[src/hdl/clt_pkg.sv]
// Shared character codes, scanner modes and the types passed between the tokenizer modules.
`default_nettype none
package clt_pkg;

  localparam logic [7:0] CH_HASH      = 8'h23;
  localparam logic [7:0] CH_STAR      = 8'h2a;
  localparam logic [7:0] CH_SLASH     = 8'h2f;
  localparam logic [7:0] CH_LBRACE    = 8'h7b;
  localparam logic [7:0] CH_RBRACE    = 8'h7d;
  localparam logic [7:0] CH_QUOTE     = 8'h22;
  localparam logic [7:0] CH_BACKSLASH = 8'h5c;
  localparam logic [7:0] CH_NEWLINE   = 8'h0a;
  localparam logic [7:0] CH_SPACE     = 8'h20;
  localparam logic [7:0] CH_TAB       = 8'h09;
  localparam logic [7:0] CH_VTAB      = 8'h0b;
  localparam logic [7:0] CH_FORMFEED  = 8'h0c;
  localparam logic [7:0] CH_RETURN    = 8'h0d;

  localparam logic [1:0] MODE_NORMAL = 2'd0;
  localparam logic [1:0] MODE_LINE   = 2'd1;
  localparam logic [1:0] MODE_BLOCK  = 2'd2;
  localparam logic [1:0] MODE_QUOTE  = 2'd3;

  // Bit 8 set marks "no previous character".
  localparam logic [8:0] PREV_NONE = 9'h100;

  localparam logic [1:0] TOK_EMPTY = 2'd0;
  localparam logic [1:0] TOK_MANY  = 2'd2;

  typedef struct packed {
    logic [1:0] mode;
    logic [8:0] prev;
    logic [1:0] tok_len;
  } scan_state_t;

  typedef struct packed {
    logic       withdraw_last;
    logic       close_token;
    logic       append_char;
    logic [7:0] char_value;
    logic       brace_token;
    logic       line_done;
    logic [1:0] scanner_mode;
  } token_mark_t;

endpackage
`default_nettype wire

[src/hdl/clt_step.sv]
// Next-state and token-mark decode for one character of text.
`default_nettype none
module clt_step
  import clt_pkg::*;
(
  input  wire logic [7:0]  char_in,
  input  wire scan_state_t state,
  output scan_state_t      state_next,
  output token_mark_t      marks
);

  logic is_space;
  logic [1:0] tok_inc;

  assign is_space = (char_in == CH_SPACE) || (char_in == CH_TAB) ||
                    (char_in == CH_NEWLINE) || (char_in == CH_VTAB) ||
                    (char_in == CH_FORMFEED) || (char_in == CH_RETURN);
  assign tok_inc = (state.tok_len == TOK_MANY) ? TOK_MANY : state.tok_len + 2'd1;

  always_comb begin
    state_next = state;
    marks = '0;
    if (char_in == CH_NEWLINE) begin
      marks.close_token = 1'b1;
      marks.line_done = 1'b1;
      if (state.mode == MODE_LINE) begin
        state_next.mode = MODE_NORMAL;
      end
      state_next.prev = PREV_NONE;
      state_next.tok_len = TOK_EMPTY;
    end else begin
      case (state.mode)
        MODE_NORMAL: begin
          if (char_in == CH_HASH) begin
            marks.close_token = 1'b1;
            state_next.tok_len = TOK_EMPTY;
            state_next.mode = MODE_LINE;
          end else if (char_in == CH_STAR && state.prev == {1'b0, CH_SLASH}) begin
            // The slash went into the token unless a block comment just closed; take it back and close the rest.
            marks.withdraw_last = (state.tok_len != TOK_EMPTY);
            marks.close_token = 1'b1;
            state_next.tok_len = TOK_EMPTY;
            state_next.mode = MODE_BLOCK;
          end else if (char_in == CH_LBRACE || char_in == CH_RBRACE) begin
            marks.close_token = 1'b1;
            marks.brace_token = 1'b1;
            marks.char_value = char_in;
            marks.line_done = 1'b1;
            state_next.tok_len = TOK_EMPTY;
            state_next.prev = PREV_NONE;
          end else begin
            if (char_in == CH_QUOTE) begin
              state_next.mode = MODE_QUOTE;
            end else if (is_space) begin
              marks.close_token = 1'b1;
              state_next.tok_len = TOK_EMPTY;
            end else begin
              marks.append_char = 1'b1;
              marks.char_value = char_in;
              state_next.tok_len = tok_inc;
            end
            state_next.prev = {1'b0, char_in};
          end
        end
        MODE_LINE: begin
          state_next.prev = {1'b0, char_in};
        end
        MODE_BLOCK: begin
          if (char_in == CH_SLASH && state.prev == {1'b0, CH_STAR}) begin
            state_next.mode = MODE_NORMAL;
          end
          state_next.prev = {1'b0, char_in};
        end
        MODE_QUOTE: begin
          if (state.prev != {1'b0, CH_BACKSLASH} && char_in == CH_QUOTE) begin
            marks.close_token = 1'b1;
            state_next.tok_len = TOK_EMPTY;
            state_next.mode = MODE_NORMAL;
          end else begin
            marks.append_char = 1'b1;
            marks.char_value = char_in;
            state_next.tok_len = tok_inc;
          end
          state_next.prev = {1'b0, char_in};
        end
        default: begin
          state_next = state;
        end
      endcase
    end
    marks.scanner_mode = state_next.mode;
  end

endmodule
`default_nettype wire

[src/hdl/clt_out_stage.sv]
// Result register that holds one set of token marks until the consumer takes it.
`default_nettype none
module clt_out_stage
  import clt_pkg::*;
(
  input  wire logic        clk,
  input  wire logic        rst,
  input  wire logic        load,
  input  wire token_mark_t marks,
  input  wire logic [31:0] line_in,
  input  wire logic        token_stall,
  output logic             token_valid,
  output logic             room,
  output token_mark_t      held,
  output logic [31:0]      line_held
);

  // The register can take a new result when empty or when its content leaves this cycle.
  assign room = !token_valid || !token_stall;

  always_ff @(posedge clk) begin
    if (rst) begin
      token_valid <= 1'b0;
    end else if (load) begin
      token_valid <= 1'b1;
    end else if (!token_stall) begin
      token_valid <= 1'b0;
    end
  end

  always_ff @(posedge clk) begin
    if (load) begin
      held <= marks;
      line_held <= line_in;
    end
  end

endmodule
`default_nettype wire

[src/hdl/comment_aware_line_tokenizer_top.sv]
// Top level of the comment-aware line tokenizer: scanner state, step decode and result register.
//
//   channel   signals                               width   direction
//   char      char_valid, char_stall, char_in        8      into the block
//   token     token_valid, token_stall, marks,      47      out of the block
//             line_number, scanner_mode
//
// One character is taken per cycle while char_stall is low; its marks appear in the result register on the next cycle.
// The scanner state updates at each char transfer, so the decode is a single short pass.
// A result waiting under token_stall holds char_stall high only while it cannot leave.
// Synchronous reset returns to normal mode, no previous character, empty token, line zero.
`default_nettype none
module comment_aware_line_tokenizer_top
  import clt_pkg::*;
#(
  parameter int LINE_BITS = 32
) (
  input  wire logic        clk,
  input  wire logic        rst,
  input  wire logic        char_valid,
  output logic             char_stall,
  input  wire logic [7:0]  char_in,
  output logic             token_valid,
  input  wire logic        token_stall,
  output logic             withdraw_last,
  output logic             close_token,
  output logic             append_char,
  output logic [7:0]       char_value,
  output logic             brace_token,
  output logic             line_done,
  output logic [31:0]      line_number,
  output logic [1:0]       scanner_mode
);

  scan_state_t           state;
  scan_state_t           state_next;
  token_mark_t           marks;
  token_mark_t           held;
  logic [LINE_BITS-1:0]  line_count;
  logic [LINE_BITS-1:0]  line_count_next;
  logic [31:0]           line_out;
  logic                  room;
  logic                  accept;

  assign char_stall = !room;
  assign accept = char_valid && room;

  clt_step u_step (
    .char_in    (char_in),
    .state      (state),
    .state_next (state_next),
    .marks      (marks)
  );

  assign line_count_next = (char_in == CH_NEWLINE) ? line_count + LINE_BITS'(1) : line_count;

  generate
    if (LINE_BITS >= 32) begin : g_line_wide
      assign line_out = line_count_next[31:0];
    end else begin : g_line_narrow
      assign line_out = {{(32 - LINE_BITS){1'b0}}, line_count_next};
    end
  endgenerate

  always_ff @(posedge clk) begin
    if (rst) begin
      state.mode <= MODE_NORMAL;
      state.prev <= PREV_NONE;
      state.tok_len <= TOK_EMPTY;
      line_count <= '0;
    end else if (accept) begin
      state <= state_next;
      line_count <= line_count_next;
    end
  end

  clt_out_stage u_out (
    .clk         (clk),
    .rst         (rst),
    .load        (accept),
    .marks       (marks),
    .line_in     (line_out),
    .token_stall (token_stall),
    .token_valid (token_valid),
    .room        (room),
    .held        (held),
    .line_held   (line_number)
  );

  assign withdraw_last = held.withdraw_last;
  assign close_token   = held.close_token;
  assign append_char   = held.append_char;
  assign char_value    = held.char_value;
  assign brace_token   = held.brace_token;
  assign line_done     = held.line_done;
  assign scanner_mode  = held.scanner_mode;

  a_newline_ends_line: assert property (@(posedge clk) disable iff (rst)
    accept && char_in == CH_NEWLINE |=> token_valid && line_done && close_token)
    else $error("newline transfer did not end the line");

  a_newline_counts: assert property (@(posedge clk) disable iff (rst)
    accept && char_in == CH_NEWLINE |=> line_count == $past(line_count) + LINE_BITS'(1))
    else $error("line counter did not advance on newline");

  a_withdraw_closes: assert property (@(posedge clk) disable iff (rst)
    token_valid && withdraw_last |-> close_token && scanner_mode == MODE_BLOCK)
    else $error("withdraw without block comment start");

  a_brace_line: assert property (@(posedge clk) disable iff (rst)
    token_valid && brace_token |-> line_done && close_token && scanner_mode == MODE_NORMAL)
    else $error("brace token without line end");

  a_append_xor_close: assert property (@(posedge clk) disable iff (rst)
    token_valid |-> !(append_char && close_token))
    else $error("append and close in one result");

endmodule
`default_nettype wire

[config.mk]
export PLATFORM = sky130hd
export DESIGN_NAME = comment_aware_line_tokenizer_top
export DESIGN_NICKNAME = d
export VERILOG_FILES = /design/src/hdl/clt_pkg.sv /design/src/hdl/clt_step.sv /design/src/hdl/clt_out_stage.sv /design/src/hdl/comment_aware_line_tokenizer_top.sv
export SDC_FILE = /design/constraint.sdc
export NUM_CORES = 1
export LEC_CHECK = 0
export BUFFER_PORTS_ARGS = -buffer_cell sky130_fd_sc_hd__buf_2
export CORE_MARGIN = 4
export CORE_UTILIZATION = 60
export CTS_BUF_LIST = sky130_fd_sc_hd__clkbuf_2
export DETAILED_ROUTE_END_ITERATION = 16
export PLACE_DENSITY = 0.82
export SYNTH_ARGS = -nofsm -noshare
export SYNTH_HDL_FRONTEND = slang
export SYNTH_SLANG_ARGS = --single-unit
[constraint.sdc]
create_clock -name clk -period 3.58 [get_ports clk]
set_clock_uncertainty 0.05 [all_clocks]
set_input_delay 0.179 -clock clk [delete_from_list [all_inputs] [get_ports clk]]
set_output_delay 0.179 -clock clk [all_outputs]
set_load 0.1 [all_outputs]
==> results.sh <==
export IMPL_placed_cells=608
export IMPL_drc=0
export IMPL_muxShareOfSynthArea_pct=2.13
export IMPL_filler_cell_count=577
export IMPL_clock_latency_ns=0.55
export IMPL_layout_cells_non_filler=635
export IMPL_ir_drop_mv=0.246
export IMPL_hold_class="input port to flip-flop"
export IMPL_synth_edf_count=47
export IMPL_cts_buffers=9
export IMPL_setup_viol=0
export IMPL_io_buffers=60
export IMPL_fmax_ghz=0.365
export IMPL_synth_top_family_by_area="simple AND/OR/NAND/NOR gates"
export IMPL_coreArea_sq_um=7410
export IMPL_critPathCaptureType="flip-flop"
export IMPL_path_max_fanout=22
export IMPL_synth_top_area_share_pct=30.1
export IMPL_drt_iter0_markers=261
export IMPL_rows=31
export IMPL_grt_max_degree=53
export IMPL_detail_route_wl_per_cell_microns=16.3
export IMPL_antenna_left=0
export IMPL_yosys_warnings=0
export IMPL_cap_violations=0
export IMPL_critical_path_arrival_ns=3.15
export IMPL_htree_levels=3
export IMPL_seq_area_frac_synth_pct=49.7
export IMPL_slew_headroom_pct=55.1
export IMPL_place_area_sq_um=5070
export IMPL_diodes=0
export IMPL_syn_num_nets=490
export IMPL_initial_core_util_pct=63.3
export IMPL_cp_required_ns=3.99
export IMPL_die_w_microns=96.4
export IMPL_cts_sinks=93
export IMPL_synth_most_common_cell="edfxtp_1"
export IMPL_fp_dieH_microns=96.4
export IMPL_slowest_delay_ns=0.53
export IMPL_dp_hpwl_mm=6.99
export IMPL_nNetsFinal=551
export IMPL_clockBufferDepth=2
export IMPL_crit_chain="nand4_1 -> nor3_1 -> nand2_1 -> nor4_1 -> mux2_2"
export IMPL_crit_path_top_delay_cell="dfxtp_1"
export IMPL_synthCells=470
export IMPL_setup_tns_ns=0
export IMPL_multiInputGateArea_sq_um=2200
export IMPL_dr_pass1_iters=5
export IMPL_p_leak_nw=2.01
export IMPL_syn_area_per_cell_sq_um=9.98
export IMPL_wirelength_mm=10.4
export IMPL_cts_resized=0
export IMPL_dr_total_vias=3755
export IMPL_cts_tree="built"
export IMPL_design_area_sq_um=5350
export IMPL_die_area_sq_um=9290
export IMPL_synthAdderAreaFrac_pct=2.13
export IMPL_drive_gt1_share_pct=19.2
export IMPL_rsz0062_at_grt="no"
export IMPL_r2r_worst_path_cells=5
export IMPL_p_per_area_nw_per_um2=412
export IMPL_regArea_sq_um=2330
export IMPL_grt_pass1_wl_mm=16.6
export IMPL_finalCritPeriodShare_pct=76.6
export IMPL_grt_usage_pct=23.3
export IMPL_slew_violations=0
export IMPL_cp_start_kind="flip-flop"
export IMPL_crit_path_start="line_count[7]"
export IMPL_ios=61
export IMPL_grt_pass1_vias=3507
export IMPL_netlist_top_cells_count="47 x edfxtp_1, 46 x dfxtp_1, 42 x nor2_1"
export IMPL_hold_violations=0
export IMPL_fin_util_pct=72.2
export IMPL_overflow=0
export IMPL_ys_flop_type="edfxtp_1"
export IMPL_async_flop_share_pct=0
export IMPL_cts_root_buf="clkbuf_2"
export IMPL_gp_congestion=0.886
export IMPL_post_synth_top_area_cell="edfxtp_1"
export IMPL_worstSetupEndpoint="line_count[31]"
export IMPL_ys_ff_latch=93
export IMPL_worstMarginPinSlew_ns=0.665
export IMPL_yosys_cell_types_count=51
export IMPL_synth_area_leaders="edfxtp_1 30%, dfxtp_1 20%, xor2_1 4.3%"
export IMPL_hold_worst_slack_ns=0.385
export IMPL_synth_xor_area_share_pct=8.40
export IMPL_status="finished, final reports clean"
export IMPL_path_class="flip-flop to flip-flop"
export IMPL_syn_area_sq_um=4690
export IMPL_worst_r2r_endpoint="line_count[31]"
export IMPL_rrSetupSlack_ns=0.84
export IMPL_clk_pin_slew_ns=0.25
export IMPL_synth_compound_area_share_pct=9.42
export IMPL_fin_crit_ns=2.74
export IMPL_antenna_found_initial=0
export IMPL_syn_to_final_growth_pct=14.1
export IMPL_reg2reg_from="line_count[7]"
export IMPL_synthSimpleGateAreaFrac_pct=24.8
export IMPL_via_per_inst=5.91
[placed cells by master (no fill, tap or decap), types with 9 or more instances in the layout]
cell type      Yosys  final
inv_1             13     12
nand3_1           19     19
nor2b_1           12     12
dfxtp_1           46     46
clkbuf_2           0      9
xnor2_1           22     22
edfxtp_1          47     47
buf_2              3     60
dlygate4sd3_1      0     11
nand2_1           27     27
a21oi_1           19     19
nand4_1           12     12
nor2_1            42     42
nor4_1            12     12
xor2_1            23     23
nor3b_1           15     15
nor3_1            27     27
[worst min-delay path by stage]
| stage | startpoint | end | cells past startpoint |
|---|---|---|---|
| final | token_stall | state[12] | 5 |
| after CTS | char_in[0] | state[2] | 2 |
| after global routing | token_stall | state[12] | 5 |
| after global placement | char_valid | u_out.token_valid | 2 |
| after detailed placement | char_valid | u_out.token_valid | 2 |
| after floorplan | char_valid | u_out.token_valid | 1 |
[where the power goes]
group          switching (mW)  total (mW)  internal, mW
registers              0.0135        1.17          1.16
logic                   0.300       0.366        0.0667
clock network           0.359       0.666         0.306
[state kept, by name (all words and copies together), names as in the netlist]
| signal | flops |
|---|---|
| u_out.line_held | 32 |
| state | 13 |
| u_out.token_valid | 1 |
| line_count | 32 |
| u_out.held | 15 |
[repair_timing]
item / CTS / global route
endpoints found under the hold margin: 13 / 1
hold buffers: 10 / 1
buffers inserted: 0 / 0
[routing by layer]
metal	global-route usage, %	up-vias	wire, microns
li1	-	1843	-
met1	31.9	1748	4600
met2	36.9	146	4900
met3	4.42	18	704
met4	8.53	0	167
met5	0	-	0
[per-stage QoR]
stage | total power, mW | worst slack, ns
3_3_place_gp | 1.54 | 0.910
6_report | 2.20 | 0.838
2_1_floorplan | 1.48 | 0.246
3_5_place_dp | 1.55 | 0.832
5_1_grt | 2.29 | 0.586
4_1_cts | 2.21 | 0.896
[logic make-up after synthesis]
| group | after synthesis |
|---|---|
| adder cells (fa/ha/maj) | 8 |
| multiplexers | 9 |
| flip-flops | 93 |
| XOR/XNOR | 45 |
| AO/OA/AOI/OAI | 65 |
| buffers and inverters | 41 |
| AND/OR/NAND/NOR | 209 |
[worst max-delay path, delay by kind of cell (launching register included)]
family	cells	cell delay, ns
flip-flops	1	0.53
multiplexers	1	0.39
AND/OR/NAND/NOR	4	1.69
[final cells by class]
type | instances | area share (%)
Timing Repair Buffer | 78 | 8.89
Tap cell | 99 | 2.32
Clock buffer | 9 | 0.842
Clock inverter | 7 | 2.29
Sequential cell | 93 | 43.6
Multi-Input combinational cell | 336 | 41.1
Inverter | 13 | 0.912
No activity file was read; power rests on OpenSTA's default activity.
